**config.mk**
```make
export PLATFORM = sky130hd
export DESIGN_NAME = tssu_queue
export DESIGN_NICKNAME = d
export VERILOG_FILES = /design/src/hw/rtl/tssu_pkg.sv /design/src/hw/rtl/tssu_queue.sv
export SDC_FILE = /design/constraint.sdc
export NUM_CORES = 1
export LEC_CHECK = 0
export BUFFER_PORTS_ARGS = -buffer_cell sky130_fd_sc_hd__buf_2
export CAP_MARGIN = 10
export CELL_PAD_IN_SITES_DETAIL_PLACEMENT = 0
export CELL_PAD_IN_SITES_GLOBAL_PLACEMENT = 2
export CORE_ASPECT_RATIO = 0.75
export CORE_MARGIN = 2
export CORE_UTILIZATION = 44
export DETAILED_ROUTE_END_ITERATION = 12
export GPL_ROUTABILITY_DRIVEN = 0
export PLACE_DENSITY_LB_ADDON = 0.25
export SLEW_MARGIN = 5
export SYNTH_ARGS = -nofsm -noshare
export SYNTH_HDL_FRONTEND = slang
export SYNTH_SLANG_ARGS = --single-unit
```
**constraint.sdc**
```tcl
create_clock -name clk_i -period 2.6 [get_ports clk_i]
set_input_delay 0.13 -clock clk_i [delete_from_list [all_inputs] [get_ports clk_i]]
set_output_delay 0.13 -clock clk_i [all_outputs]
set_load 0.03 [all_outputs]
```
**src/hw/rtl/tssu_pkg.sv**
```systemverilog
// tssu_pkg: shared types, codes and sizes of the scanline sample unpacker
// depends on nothing; the front, queue, back and core refer to it by scoped names

package tssu_pkg;

  // palette store
  localparam int unsigned PAL_ENTRIES = 256;
  localparam int unsigned PAL_AW      = $clog2(PAL_ENTRIES);
  localparam int unsigned PAL_W       = 24;

  // queue between front and back
  localparam int unsigned QDEPTH = 4;
  localparam int unsigned QAW    = $clog2(QDEPTH);

  // floor(x / 257) for 16-bit x equals (x * 65281) >> 24
  localparam logic [16:0] SCALE_MUL = 17'd65281;

  // samples-per-pixel values that bring an alpha sample
  localparam logic [2:0] SPP_ALPHA_GRAY = 3'd2;
  localparam logic [2:0] SPP_ALPHA_RGB  = 3'd4;

  localparam int unsigned CFG_IDX_W  = 2;
  localparam int unsigned CFG_DATA_W = 16;

  typedef enum logic [1:0] {
    CFG_MODE  = 2'd0,
    CFG_BITS  = 2'd1,
    CFG_SPP   = 2'd2,
    CFG_WIDTH = 2'd3
  } cfg_idx_e;

  typedef enum logic [1:0] {
    MODE_MIN_BLACK = 2'd0,
    MODE_MIN_WHITE = 2'd1,
    MODE_PALETTE   = 2'd2,
    MODE_RGB       = 2'd3
  } mode_e;

  typedef enum logic [1:0] {
    BITS_1 = 2'd0,
    BITS_2 = 2'd1,
    BITS_4 = 2'd2,
    BITS_8 = 2'd3
  } bits_e;

  typedef struct packed {
    mode_e       mode;
    bits_e       bits_code;
    logic [2:0]  spp;
    logic [15:0] row_width;
  } cfg_t;

  // addr holds the scanline byte for data items, the entry index for palette writes
  typedef struct packed {
    logic             is_pal;
    logic [7:0]       addr;
    logic [PAL_W-1:0] rgb;
  } q_item_t;

endpackage

```
**src/hw/rtl/tssu_queue.sv**
```systemverilog
// tssu_queue: short flop queue that decouples the front from the back
// depends on tssu_pkg

module tssu_queue (
  input  logic              clk_i,
  input  logic              rst_ni,
  input  logic              push_i,
  input  tssu_pkg::q_item_t item_i,
  output logic              ready_o,
  output logic              valid_o,
  output tssu_pkg::q_item_t item_o,
  input  logic              pop_i
);

  tssu_pkg::q_item_t         slot_q [tssu_pkg::QDEPTH];
  logic [tssu_pkg::QAW-1:0]  wptr_q, wptr_d;
  logic [tssu_pkg::QAW-1:0]  rptr_q, rptr_d;
  logic [tssu_pkg::QAW:0]    count_q, count_d;

  assign ready_o = count_q != (tssu_pkg::QAW+1)'(tssu_pkg::QDEPTH);
  assign valid_o = count_q != '0;
  assign item_o  = slot_q[rptr_q];

  always_comb begin
    wptr_d  = push_i ? wptr_q + 1'b1 : wptr_q;
    rptr_d  = pop_i ? rptr_q + 1'b1 : rptr_q;
    count_d = count_q;
    if (push_i && !pop_i) begin
      count_d = count_q + 1'b1;
    end else if (pop_i && !push_i) begin
      count_d = count_q - 1'b1;
    end
  end

  always_ff @(posedge clk_i or negedge rst_ni) begin
    if (!rst_ni) begin
      wptr_q  <= '0;
      rptr_q  <= '0;
      count_q <= '0;
    end else begin
      wptr_q  <= wptr_d;
      rptr_q  <= rptr_d;
      count_q <= count_d;
    end
  end

  always_ff @(posedge clk_i) begin
    if (push_i) begin
      slot_q[wptr_q] <= item_i;
    end
  end

endmodule

```
==> results.tsv, run 1 <==
metric	value	unit
setup_tns	0	ns
first_pass_iters	4	
die_h	98.23	µm
final_net_count	377	
ys_seq_area_share	79.46	%
cts.path.max_buffers	2	
yosysWarnings	0	
reg2reg_from	wptr_q[0]	
path_clk_slew	0.06	ns
mostFrequentLayoutCells	edfxtp_1 (132), buf_2 (71), dlygate4sd3_1 (36)	
synth_nets	251	
layout_min_cycle_time	2.063	ns
cts_buffers	17	
critical_path_buf_inv_count	2	
critical_path.startpoint	rptr_q[0]	
syn_to_final_growth	28.95	%
num_io_pins	72	
leakage	2.395	nW
peakVddDrop	859.8	µV
cts_root_buf	clkbuf_16	
slew_viol_final	0	
initial_core_util	45.02	%
drive_gt1_share	41.79	%
hold_ws	0.1036	ns
maxSlewHeadroom	67.81	%
insertion_delay	0.41	ns
endpoint_kind	primary output	
grt_start_max_net_pins	34	
drcViolationCount	0	
vias_per_cell	4.778	
max_freq	484.8	MHz
cts_htree_levels	4	
die_w	129.6	µm
yosysTopAreaCell	edfxtp_1	
cts.sinks	139	
tightest_slew	0.4829	ns
grt_overflow	0	
cp-endpoint	item_o[4]	
crit_path_top_delay_cell	mux4_2	
ys_ff_latch	139	
finalWirelength	8898	µm
synthTopCellsByArea	edfxtp_1 (76%), mux4_2 (12%), dfrtp_1 (3.4%), mux4_1 (2.5%), ha_1 (1.2%)	
crit_family	multiplexers	
p_per_area	1180	nW/µm²
max_stage_delay	0.60	ns
hp-class	in -> async	
cts_tree	built	
antenna_cells	0	
core	11570	µm²
setup_viol	0	
status	finished, final reports clean	
rows	34	
critical_path_class	reg -> out	
rsz0062_at_grt	no	
die-area	12730	µm²
maxCapViolCount	0	
arrival	1.93	ns
r2r_setup_slack	0.84	ns
track_usage	15.11	%
antenna_found_initial	0	
yosysTopAreaCellShare	76.10	%
path_cells	buf_4 -> mux4_2 -> buf_2	
grt_pass1_vias	2529	
routedWlPerCell	17.48	µm
io_buffer_count	71	
syn_area_per_cell	25.04	µm²
final_common_cell	edfxtp_1	
fin_crit_sh	79.34	%
cp.required	2.47	ns
yosys.cell_types.count	18	
postSynthCellCount	208	
grt_pass1_wl	13680	µm
cts-resized-gates	0	
worstRegToRegCells	4	
syn_area	5209	µm²
cp.depth	3	
drtIter0Drc	105	
startpoint_type	flip-flop	
finalHoldViolCount	0	
path_max_fanout	19	
power	7.926	mW
antenna_left	0	
vias	2432	
r2r-end	slot_q[0][19]	
fin_skew	0.003865	ns
-- logic make-up (layout without fill, tap and decap cells) --
kind of cell	Yosys count	in the layout	synth area share [%]
and+or+nand+nor	10	10	0.9609
adders and majority gates	6	6	1.585
buffers and inverters	12	151	2.042
xor gates and xnor gates	6	6	1.009
AOI/OAI and AO/OA	1	1	0.09599
muxes	34	34	14.85
DFF	139	139	79.46
-- synth_stat cells (all sizes together) --
cell and n:
xnor2 2, xor2 4, edfxtp 132, ha 5
fa 1, buf 8, mux4 33, inv 4
nor2 2, nand2 3, o21ai 1, dfrtp 7
or3 1, mux2 1, and2 4
-- routing by layer --
layer	GRT usage (%)	vias up	share of wire (%)
met3	6.192	8	4.8
li1	-	1125	-
met4	4.218	0	0.79
met1	20.95	1238	48
met2	22.39	61	46
met5	0	-	0
-- report_power, final --
group / leakage (nW) / internal [mW] / total [mW] / switching (mW)
sequential: 1.29 / 2.94 / 3.12 / 0.177
combinational: 0.826 / 0.981 / 2.51 / 1.53
clock: 0.277 / 1.41 / 2.30 / 0.889
-- state kept, by name, indices dropped and copies added (netlist names) --
name,count
wptr_q,2
rptr_q,2
slot_q,132
count_q,3
-- metrics by stage --
stage / utilization, % / std cells / setup slack [ns] / area (µm²)
2_1_floorplan: - / 208 / 0.7744 / 5209
3_3_place_gp: 49.96 / 441 / 0.8626 / 5781
3_5_place_dp: 49.96 / 441 / 0.8182 / 5781
4_1_cts: 58.05 / 509 / 0.4825 / 6716
5_1_grt: 58.05 / 509 / 0.4365 / 6716
6_report: 58.05 / 509 / 0.5371 / 6716
-- repair_timing --
item | CTS | global route
endpoints found under the hold margin | 141 | 0
hold buffers | 36 | 0
buffers inserted | 0 | 0
-- layout make-up --
cell class	instances	area (µm²)
clock buffers	17	425.4
inverters	4	15.01
clock inverters	15	150.1
repair buffers	115	813.3
well taps	162	202.7
fillers	903	4855
flip-flops and latches	139	4141
multi-input cells	57	968.4
-- worst min-delay path by stage --
stage	startpoint	cells after the start	to	slack [ns]
2_1_floorplan	rst_ni	0	count_q[0]	-0.17
4_1_cts	rst_ni	2	wptr_q[0]	0.07
5_1_grt	rst_ni	2	wptr_q[0]	0.11
6_report	rst_ni	2	wptr_q[0]	0.10
3_5_place_dp	rst_ni	1	wptr_q[0]	-0.02
3_3_place_gp	rst_ni	1	wptr_q[0]	-0.02
No activity file was read; power rests on OpenSTA's default activity.
==> run 2, diff against run 1 <==
Settings changed: CORE_UTILIZATION 44 to 40.
Clock period 2.6 ns to 1.7 ns, I/O delays scaled along.
==> run 2 against run 1 <==
Effect of this change: the run now ends with setup timing left; sequential share of layout area down 3.8 points; critical path depth up 1; global-route usage down 0.54 points; core utilization down 2.3 points; power up 74%; wire length up 10%; cell area up 6.6%; via count up 2.6%; flip-flop and latch count unchanged; clock skew up 0.0029 ns; clock-buffer cell count up 1; critical path type unchanged; largest power group is now combinational cells.
==> results.tsv, run 2 (synthesis results as in run 1) <==
metric	value	unit
status	finished, violations left	
violations	setup timing	
maxCapViolCount	0	
drtIter0Drc	160	
path_max_fanout	6	
top_regs	slot_q x132, count_q x3	
r2r-end	count_q[2]	
cts_buffers	17	
tightest_slew	0.2197	ns
max_freq	529.1	MHz
setup_viol	33	
worstRegToRegCells	4	
clkPwrFrac	28.9	%
p_sw	4.264	mW
final_cells	528	
first_pass_iters	4	
finalWirelength	9800	µm
fin_crit_sh	111.2	%
power	13.83	mW
antenna_cells	0	
slew_viol_final	0	
placed_cells	454	
die_h	102.8	µm
track_usage	14.57	%
finalHoldViolCount	0	
cts_tree	built	
path_clk_slew	0.06	ns
final_cell_area	7159	µm²
power_frac_seq	34.1	%
regMostFlops	slot_q	
swShare	30.84	%
grt_pass1_wl	14390	µm
initial_core_util	40.58	%
drcViolationCount	0	
final_net_count	387	
grt_pass1_vias	2536	
cts_htree_levels	4	
setup_tns	-4.958	ns
grt_start_max_net_pins	35	
rsz0062_at_grt	yes	
fill_cells	991	
cts_root_buf	clkbuf_16	
layout_setup_ws	-0.1900	ns
arrival	1.81	ns
critical_path.startpoint	rptr_q[0]	
antenna_found_initial	0	
cp.required	1.62	ns
vias_per_cell	4.727	
die-area	13960	µm²
cts.sinks	139	
peakVddDrop	1109	µV
num_io_pins	72	
startpoint_type	flip-flop	
routedWlPerCell	18.56	µm
p_int	9.562	mW
r2r_setup_slack	0.32	ns
hp-class	in -> async	
core	12840	µm²
place_worst_setup_slack	0.2292	ns
endpoint_kind	primary output	
leakage	2.552	nW
placed_cell_area	5847	µm²
antenna_left	0	
utilization	55.77	%
p_comb_share	37.0	%
reg2reg_from	count_q[0]	
mostFrequentLayoutCells	edfxtp_1 (132), buf_2 (38), dlygate4sd3_1 (36)	
maxSlewHeadroom	85.36	%
cts.path.max_buffers	2	
rows	36	
die_w	135.8	µm
insertion_delay	0.41	ns
vias	2496	
critical_path_class	reg -> out	
syn_to_final_growth	37.45	%
hold_ws	0.05168	ns
final_common_cell	edfxtp_1	
drive_gt1_share	44.82	%
dp_hpwl	5579	µm
grt_overflow	0	
p_per_area	1931	nW/µm²
layout_min_cycle_time	1.890	ns
fin_skew	0.006809	ns
io_buffer_count	71	
largest_reg_flops	132	
[run 2: cell types whose count changed in the layout (fill, tap and decap cells not counted), sizes merged]
cell / change
bufinv: +3
clkinv: -6
clkinvlp: +2
clkbuf: +3
buf: +8
[run 2: worst max path at each step]
| stage | to | cells after the start |
|---|---|---|
| after detailed placement | item_o[28] | 3 |
| after global routing | item_o[4] | 4 |
| after global placement | item_o[19] | 3 |
| final | item_o[25] | 4 |
| after CTS | item_o[32] | 3 |
| after floorplan | slot_q[0][0] | 3 |
[run 2: critical path: stages (launching register included)]
cell and delay, ns:
dfrtp_2 0.44, buf_12 0.13, clkbuf_16 0.15, mux4_2 0.52, buf_6 0.16
[run 2: layout make-up]
type | count | area [µm²] | area share [%]
clock inverter | 14 | 219.0 | 3.058
tap | 171 | 214.0 | 2.988
clock buffer | 18 | 429.2 | 5.994
multi-input combinational | 57 | 949.7 | 13.26
timing repair buffer | 125 | 1191 | 16.64
inverter | 4 | 15.01 | 0.2097
sequential | 139 | 4141 | 57.85
[run 2: power groups by stage]
stage,logic [mW],clock network [mW],registers [mW]
after floorplan,3.00,0,4.69
after global placement,4.03,0,4.74
after detailed placement,4.04,0,4.77
after CTS,4.84,4.06,4.71
after global routing,5.46,4.20,4.78
final,5.11,3.99,4.72
[run 2: per-layer routing]
metal | vias up | global-route usage (%) | wire length, µm
met5 | - | 0 | 0
met4 | 0 | 6.250 | 116
met3 | 11 | 4.966 | 467
met2 | 66 | 22.34 | 4587
met1 | 1282 | 19.30 | 4629
li1 | 1137 | - | -
[run 2: what timing repair did]
action / in CTS / in global routing
cloned: 0 / 3
hold endpoints to repair: 143 / 0
endpoints found under the setup margin: 33 / 33
setup buffers: 1 / 2
hold buffers: 36 / 0
resized for setup: 65 / 11
