**src/hw/rtl/tssu_pkg.sv**
```systemverilog
// tssu_pkg: shared types, codes and sizes of the scanline sample unpacker
// depends on nothing; the front, queue, back and core refer to it by scoped names

package tssu_pkg;

  // palette store
  localparam int unsigned PAL_ENTRIES = 256;
  localparam int unsigned PAL_AW      = $clog2(PAL_ENTRIES);
  localparam int unsigned PAL_W       = 24;

  // queue between front and back
  localparam int unsigned QDEPTH = 4;
  localparam int unsigned QAW    = $clog2(QDEPTH);

  // floor(x / 257) for 16-bit x equals (x * 65281) >> 24
  localparam logic [16:0] SCALE_MUL = 17'd65281;

  // samples-per-pixel values that bring an alpha sample
  localparam logic [2:0] SPP_ALPHA_GRAY = 3'd2;
  localparam logic [2:0] SPP_ALPHA_RGB  = 3'd4;

  localparam int unsigned CFG_IDX_W  = 2;
  localparam int unsigned CFG_DATA_W = 16;

  typedef enum logic [1:0] {
    CFG_MODE  = 2'd0,
    CFG_BITS  = 2'd1,
    CFG_SPP   = 2'd2,
    CFG_WIDTH = 2'd3
  } cfg_idx_e;

  typedef enum logic [1:0] {
    MODE_MIN_BLACK = 2'd0,
    MODE_MIN_WHITE = 2'd1,
    MODE_PALETTE   = 2'd2,
    MODE_RGB       = 2'd3
  } mode_e;

  typedef enum logic [1:0] {
    BITS_1 = 2'd0,
    BITS_2 = 2'd1,
    BITS_4 = 2'd2,
    BITS_8 = 2'd3
  } bits_e;

  typedef struct packed {
    mode_e       mode;
    bits_e       bits_code;
    logic [2:0]  spp;
    logic [15:0] row_width;
  } cfg_t;

  // addr holds the scanline byte for data items, the entry index for palette writes
  typedef struct packed {
    logic             is_pal;
    logic [7:0]       addr;
    logic [PAL_W-1:0] rgb;
  } q_item_t;

endpackage

```
**src/hw/rtl/tssu_front.sv**
```systemverilog
// tssu_front: input side, classifies items and scales palette components to 8 bits
// depends on tssu_pkg

module tssu_front (
  input  logic              s_valid_i,
  output logic              s_ready_o,
  input  logic [63:0]       s_data_i,
  input  logic              s_kind_i,
  input  logic              q_ready_i,
  output logic              q_push_o,
  output tssu_pkg::q_item_t q_item_o
);

  logic [32:0] prod_r;
  logic [32:0] prod_g;
  logic [32:0] prod_b;

  // reciprocal multiply, exact for every 16-bit value
  assign prod_r = 33'(s_data_i[31:16]) * 33'(tssu_pkg::SCALE_MUL);
  assign prod_g = 33'(s_data_i[47:32]) * 33'(tssu_pkg::SCALE_MUL);
  assign prod_b = 33'(s_data_i[63:48]) * 33'(tssu_pkg::SCALE_MUL);

  assign s_ready_o = q_ready_i;
  assign q_push_o  = s_valid_i && q_ready_i;

  always_comb begin
    q_item_o.is_pal = s_kind_i;
    q_item_o.addr   = s_kind_i ? s_data_i[15:8] : s_data_i[7:0];
    q_item_o.rgb    = {prod_r[31:24], prod_g[31:24], prod_b[31:24]};
  end

endmodule

```
**config.mk**
```make
export PLATFORM = sky130hd
export DESIGN_NAME = tssu_front
export DESIGN_NICKNAME = d
export VERILOG_FILES = /design/src/hw/rtl/tssu_pkg.sv /design/src/hw/rtl/tssu_front.sv
export SDC_FILE = /design/constraint.sdc
export NUM_CORES = 1
export LEC_CHECK = 0
export ABC_AREA = 1
export BUFFER_PORTS_ARGS = -buffer_cell sky130_fd_sc_hd__clkbuf_2
export CORE_ASPECT_RATIO = 1.1
export CORE_MARGIN = 5
export CORE_UTILIZATION = 65
export DETAILED_ROUTE_END_ITERATION = 8
export PLACE_DENSITY = 0.9
export SETUP_SLACK_MARGIN = 0.4
export SLEW_MARGIN = 20
export SYNTH_ARGS = -nofsm -noshare
export SYNTH_HDL_FRONTEND = slang
export SYNTH_SLANG_ARGS = --single-unit
```
**constraint.sdc**
```tcl
create_clock -name vclk -period 4.9
set_input_delay 0.245 -clock vclk [all_inputs]
set_output_delay 0.245 -clock vclk [all_outputs]
set_load 0.1 [all_outputs]
```
==> summary.md, run 1 <==
| Metric | Value |
|---|---|
| Status | `did not finish` |
| Failed at | `global routing (5_1_grt)` |
| Stop err | `[ERROR GRT-0232] Routing congestion too high. Check the congestion heatmap in the GUI.` |
| Mean Syn Cell Area | `8.18 um^2` |
| Cell area after synthesis | `12200 um^2` |
| Dpl hpwl | `between 20 and 30 mm` |
| Worst ep type | `output port` |
| Height of the die | `154 um` |
| Synth top area cells | `fa_1 36%, ha_1 29%, inv_1 13%` |
| Initial core utilization | `0.661` |
| Cell variety after synth | `27` |
| Placed Area | `approximately 14000 um^2` |
| Port Buffers | `102` |
| I/O pins | `between 100 and 150` |
| Top cells by count, synth | `417 x inv_1, 283 x ha_1, 244 x nand2_1` |
| Row count | `52` |
| Area leader, netlist | `fa_1` |
| Chip Width | `140 um` |
| GR Util All Layers | `0.673` |
| Post-synth top area share | `0.360` |
| Placed Cells | `1902` |
| Yosys Warn Count | `0` |
| Most numerous cell in the Yosys netlist | `inv_1` |
| GR Overflow Total | `75` |
| Setup WS pre-CTS | `-0.128 ns` |
| Synth Instances | `1489` |
| Seq/Total Area, Yosys | `0` |
| Worst setup endpoint GRT | `q_item_o[13]` |
| Gpl congestion | `0.982` |
| Mapped Nets | `2058` |
| Largest net degree at the start of global routing | `10` |
==> kinds of logic after synthesis <==
group,Yosys count,share of synthesized area
compound gates,116,0.0524
xor+xnor,12,0.00863
fa+ha+maj,502,0.651
buf+inv,422,0.131
mux,8,0.00740
simple gates,429,0.150
==> through the flow <==
step | hold slack, ns | utilization
2_1_floorplan | 0.702 | -
3_3_place_gp | 0.937 | 0.775
3_5_place_dp | 0.941 | 0.775
4_1_cts | 0.941 | 0.881
==> per-layer routing <==
metal | track usage | overflow
met3 | 0.484 | 0
met2 | 0.879 | 41
met1 | 0.645 | 0
met5 | 0.0961 | 0
met4 | 0.719 | 34
==> timing repair <==
action	in CTS
hold buffers	0
pin swaps	180
gates resized for setup	358
endpoints found under the setup margin	24
setup buffers	18
==> inputs of run 2 (changes only) <==
Settings changed: CORE_ASPECT_RATIO 1.1 to unset, CORE_UTILIZATION 65 to 40, PLACE_DENSITY 0.9 to unset, PLACE_DENSITY_LB_ADDON set to 0.15, SETUP_SLACK_MARGIN 0.4 to unset.
==> summary.md, run 2 <==
| Metric | Value |
|---|---|
| Status | `finished clean` |
| Setup TNS | `0 ns` |
| Area leader, netlist | `fa_1` |
| First-pass GRT wire length | `about 50 mm` |
| Chip Width | `around 180 um` |
| Commonest non-fill, non-tap cell in the layout | `inv_1` |
| Worst Hold Endpoint | `s_ready_o` |
| Crit. Startpoint | `s_data_i[53]` |
| Slew Viols, Final | `0` |
| Mapped Nets | `2058` |
| Port Buffers | `102` |
| Row count | `63` |
| Die area | `around 34000 um^2` |
| GR Overflow Total | `0` |
| Post-synth top area share | `0.360` |
| Min Tclk post-route | `between 4 and 5 ns` |
| Maxcap violations | `0` |
| Kind of critical path | `primary input to output pin` |
| Cell variety after synth | `27` |
| Startpoint types | `primary input` |
| Initial antenna violation count | `1` |
| Synth top area cells | `fa_1 36%, ha_1 29%, inv_1 13%` |
| Layout area overhead | `28.5%` |
| Register area | `0 um^2` |
| Hold Path Depth | `2` |
| Finished Layout Cells | `2079` |
| Vias in the first global route | `10500` |
| Achievable frequency | `208 MHz` |
| Share of layout cells above drive strength 1 | `0.277` |
| WP data required | `4.66 ns` |
| # nets final | `2259` |
| Most frequent cells in the layout | `379 x inv_1, 218 x ha_1, 197 x nand2_1` |
| # clk buffers | `0` |
| Placed Cells | `2066` |
| HP Class | `primary input to output pin` |
| Height of the die | `approximately 180 um` |
| Slew HR | `0.639` |
| Largest net degree at the start of global routing | `10` |
| Initial core utilization | `0.408` |
| CP endpoint kind | `output pin` |
| Synth Instances | `1489` |
| Slew @ Worst Pin | `0.544 ns` |
| Overall routed net length | `28.7 mm` |
| Final ANT Viol Nets | `0` |
| Critical Path AT | `4.57 ns` |
| Final Instance Area | `15600 um^2` |
| Most numerous cell in the Yosys netlist | `inv_1` |
| FFs & Latches | `0` |
| Placed Area | `14200 um^2` |
| Cell area after synthesis | `12200 um^2` |
| Vias per inst | `4.71` |
| GR Util All Layers | `0.172` |
| CP max FO | `4` |
| Hold wc startpoint | `q_ready_i` |
| Endpoints failing hold | `0` |
| Dpl hpwl | `26.3 mm` |
| CORE AREA | `29900 um^2` |
| Final setup fails | `0` |
| RSZ-0062 raised after global routing | `yes` |
| Seq/Total Area, Yosys | `0` |
| I/O pins | `102` |
| Pre-antenna DRT Iters | `5` |
| Mean Syn Cell Area | `8.18 um^2` |
| Top cells by count, synth | `417 x inv_1, 283 x ha_1, 244 x nand2_1` |
| Drt drc | `0` |
| Yosys Warn Count | `0` |
| DR iter-0 viols | `270` |
| Vias | `9798` |
| Wirelength per Cell | `13.8 um` |
| Period utilization | `0.982` |
| Hold-fix buffers, CTS | `0` |
| Gpl congestion | `about 0.86` |
==> run 2: per-layer routing <==
layer  GRT usage  vias up  routed length [um]
li1            -     4979                   -
met1       0.248     4687               13600
met2       0.297      121               14000
met3      0.0105       11                 869
met4      0.0121        0                 221
met5           0        -                   0
==> run 2: worst max path at each step <==
stage                     slack, ns      endpoint  cells past startpoint
after floorplan               -0.04   q_item_o[8]                     17
after global placement        -0.15  q_item_o[18]                     20
after detailed placement      -0.15  q_item_o[18]                     18
after CTS                     -0.02  q_item_o[22]                     21
after global routing          -0.09   q_item_o[7]                     20
final                          0.09   q_item_o[5]                     18
==> run 2: layout make-up <==
cell class                      instances  area (um^2)
Antenna cell                            1         2.50
Tap cell                              390          488
Timing Repair Buffer                  202         1670
Fill cell                            2847        14200
Inverter                              419         1590
Multi-Input combinational cell       1067        11900
==> run 2: repair_timing <==
item,CTS,global route
gates resized for setup,56,256
pin swaps,19,109
setup endpoints to repair,17,24
buffers inserted,0,12
==> run 2: stage by stage <==
stage / worst slack, ns / hold WS, ns / utilization
5_1_grt: -0.0890 / 0.951 / 0.524
6_report: 0.0883 / 0.938 / 0.524
4_1_cts: -0.0177 / 0.941 / 0.484
2_1_floorplan: -0.0409 / 0.702 / -
3_3_place_gp: -0.153 / 0.939 / 0.475
3_5_place_dp: -0.148 / 0.941 / 0.475
==> run 2: critical path, cell delays in order <==
cell and delay, ns:
buf_8 0.09, inv_8 0.03, fa_1 0.54, inv_2 0.05
fa_1 0.50, fa_1 0.58, fa_2 0.49, fa_2 0.61
ha_4 0.21, ha_4 0.29, nand2_4 0.07, buf_6 0.13
nor3_4 0.17, nand3_2 0.12, nand3_2 0.10, nand2_2 0.05
nand2_2 0.10, buf_12 0.18
==> run 2: cell families (layout without fill, tap and decap cells) <==
kind of cell / Yosys count / count (layout) / synth area share
xor+xnor: 12 / 12 / 0.00863
simple gates: 429 / 429 / 0.150
fa+ha+maj: 502 / 502 / 0.651
compound gates: 116 / 116 / 0.0524
buf+inv: 422 / 621 / 0.131
other cells: 0 / 1 / 0
mux: 8 / 8 / 0.00740
Power of run 2 is left out: the tool's default activity adds up to more than one toggle a clock period on the data nets, which glitch-free logic cannot reach.
==> inputs of run 3 (changes only) <==
Settings changed: CELL_PAD_IN_SITES_DETAIL_PLACEMENT set to 0, CELL_PAD_IN_SITES_GLOBAL_PLACEMENT set to 1.
==> summary.md, run 3 (same netlist as run 2, synthesis figures left out) <==
| Metric | Value |
|---|---|
| Status | `finished clean` |
| CP max FO | `3` |
| # clk buffers | `0` |
| Kind of critical path | `primary input to output pin` |
| Min Tclk post-route | `approximately 4.8 ns` |
| CORE AREA | `between 20000 and 30000 um^2` |
| CP max stage cell | `fa_2` |
| DR iter-0 viols | `261` |
| Die area | `34000 um^2` |
| Vias in the first global route | `10600` |
| Crit. Startpoint | `s_data_i[53]` |
| Initial antenna violation count | `2` |
| Placed Area | `14400 um^2` |
| Slew @ Worst Pin | `0.545 ns` |
| Final ANT Viol Nets | `0` |
| Vias per inst | `4.66` |
| Delay-heaviest family, CP | `adder cells` |
| Dpl hpwl | `27.2 mm` |
| Hold-fix buffers, CTS | `0` |
| Setup TNS | `0 ns` |
| FFs & Latches | `0` |
| Achievable frequency | `between 200 and 250 MHz` |
| Fill cells | `2830` |
| CP endpoint kind | `output pin` |
| Vias | `9779` |
| Drt drc | `0` |
| Final setup fails | `0` |
| HP Class | `primary input to output pin` |
| Slew HR | `0.638` |
| Row count | `63` |
| WP buf/inv | `5` |
| Slowest stage delay, CP | `0.59 ns` |
| Share of layout cells above drive strength 1 | `0.302` |
| WP data required | `~4.7 ns` |
| Final Instance Area | `16000 um^2` |
| Maxcap violations | `0` |
| Worst path depth | `18` |
| Largest net degree at the start of global routing | `10` |
| Commonest non-fill, non-tap cell in the layout | `inv_1` |
| Chip Width | `between 150 and 200 um` |
| I/O pins | `roughly 100` |
| Layout area overhead | `31.7%` |
| Most frequent cells in the layout | `378 x inv_1, 205 x ha_1, 199 x fa_1` |
| GR Overflow Total | `0` |
| Endpoints failing hold | `0` |
| Wirelength per Cell | `between 10 and 15 um` |
| First-pass GRT wire length | `50.3 mm` |
| Critical Path AT | `about 4.6 ns` |
| Port Buffers | `about 100` |
| RSZ-0062 raised after global routing | `yes` |
| Initial core utilization | `0.408` |
| Area of the multi-input gates | `12100 um^2` |
| Most used cell, CP | `fa_1` |
| # nets final | `between 2000 and 2500` |
| Pre-antenna DRT Iters | `4` |
| Height of the die | `roughly 180 um` |
| Period utilization | `0.982` |
| Slew Viols, Final | `0` |
| Setup crit end | `q_item_o[6]` |
| Critical path cell sequence | `buf_6, inv_4, fa_1, inv_2, fa_1, fa_1, fa_1, fa_2, ha_4, ha_4, buf_6, nand4_1, nor2_1, nand3_1, nand3_2, nand2_2, nand2_2, buf_12` |
| Gpl congestion | `~0.86` |
| Register area | `0 um^2` |
| Startpoint types | `primary input` |
| Overall routed net length | `29.2 mm` |
| GR Util All Layers | `0.178` |
-- run 3: worst min-delay path by stage --
stage / startpoint / to / cells past startpoint
2_1_floorplan: s_kind_i / q_item_o[32] / 1
3_3_place_gp: q_ready_i / s_ready_o / 2
3_5_place_dp: q_ready_i / s_ready_o / 2
4_1_cts: q_ready_i / s_ready_o / 2
5_1_grt: q_ready_i / s_ready_o / 2
6_report: q_ready_i / s_ready_o / 2
-- run 3: cell type report --
type               count  area share
diodes                 1    0.000156
inverters            419      0.0986
multi-input cells   1067       0.756
well taps            390      0.0304
repair buffers       222       0.115
-- run 3: what timing repair did --
item / in CTS / in global routing
pin swaps: 21 / 123
cloned: 0 / 0
gates resized for setup: 69 / 273
buffers inserted: 0 / 8
setup endpoints to repair: 18 / 24
-- run 3: per-layer routing --
metal / share of wire / vias to the layer above / wire, um / global-route usage
met5: 0.0012 / - / 34 / 0
met4: 0.0060 / 4 / 175 / 0.00976
met3: 0.031 / 16 / 905 / 0.0144
met2: 0.49 / 112 / 14300 / 0.313
met1: 0.47 / 4626 / 13800 / 0.253
li1: - / 5021 / - / -
-- run 3: stage by stage --
step                 util  std cells  hold WS [ns]  setup slack (ns)
floorplan               -       1489         0.702           -0.0409
global placement    0.482       2091         0.938            -0.122
detailed placement  0.482       2091         0.940            -0.202
CTS                 0.493       2091         0.940          -0.00143
global route        0.536       2098         0.956           -0.0852
finish              0.537       2099         0.938            0.0903
Power of run 3 is left out for the same reason.
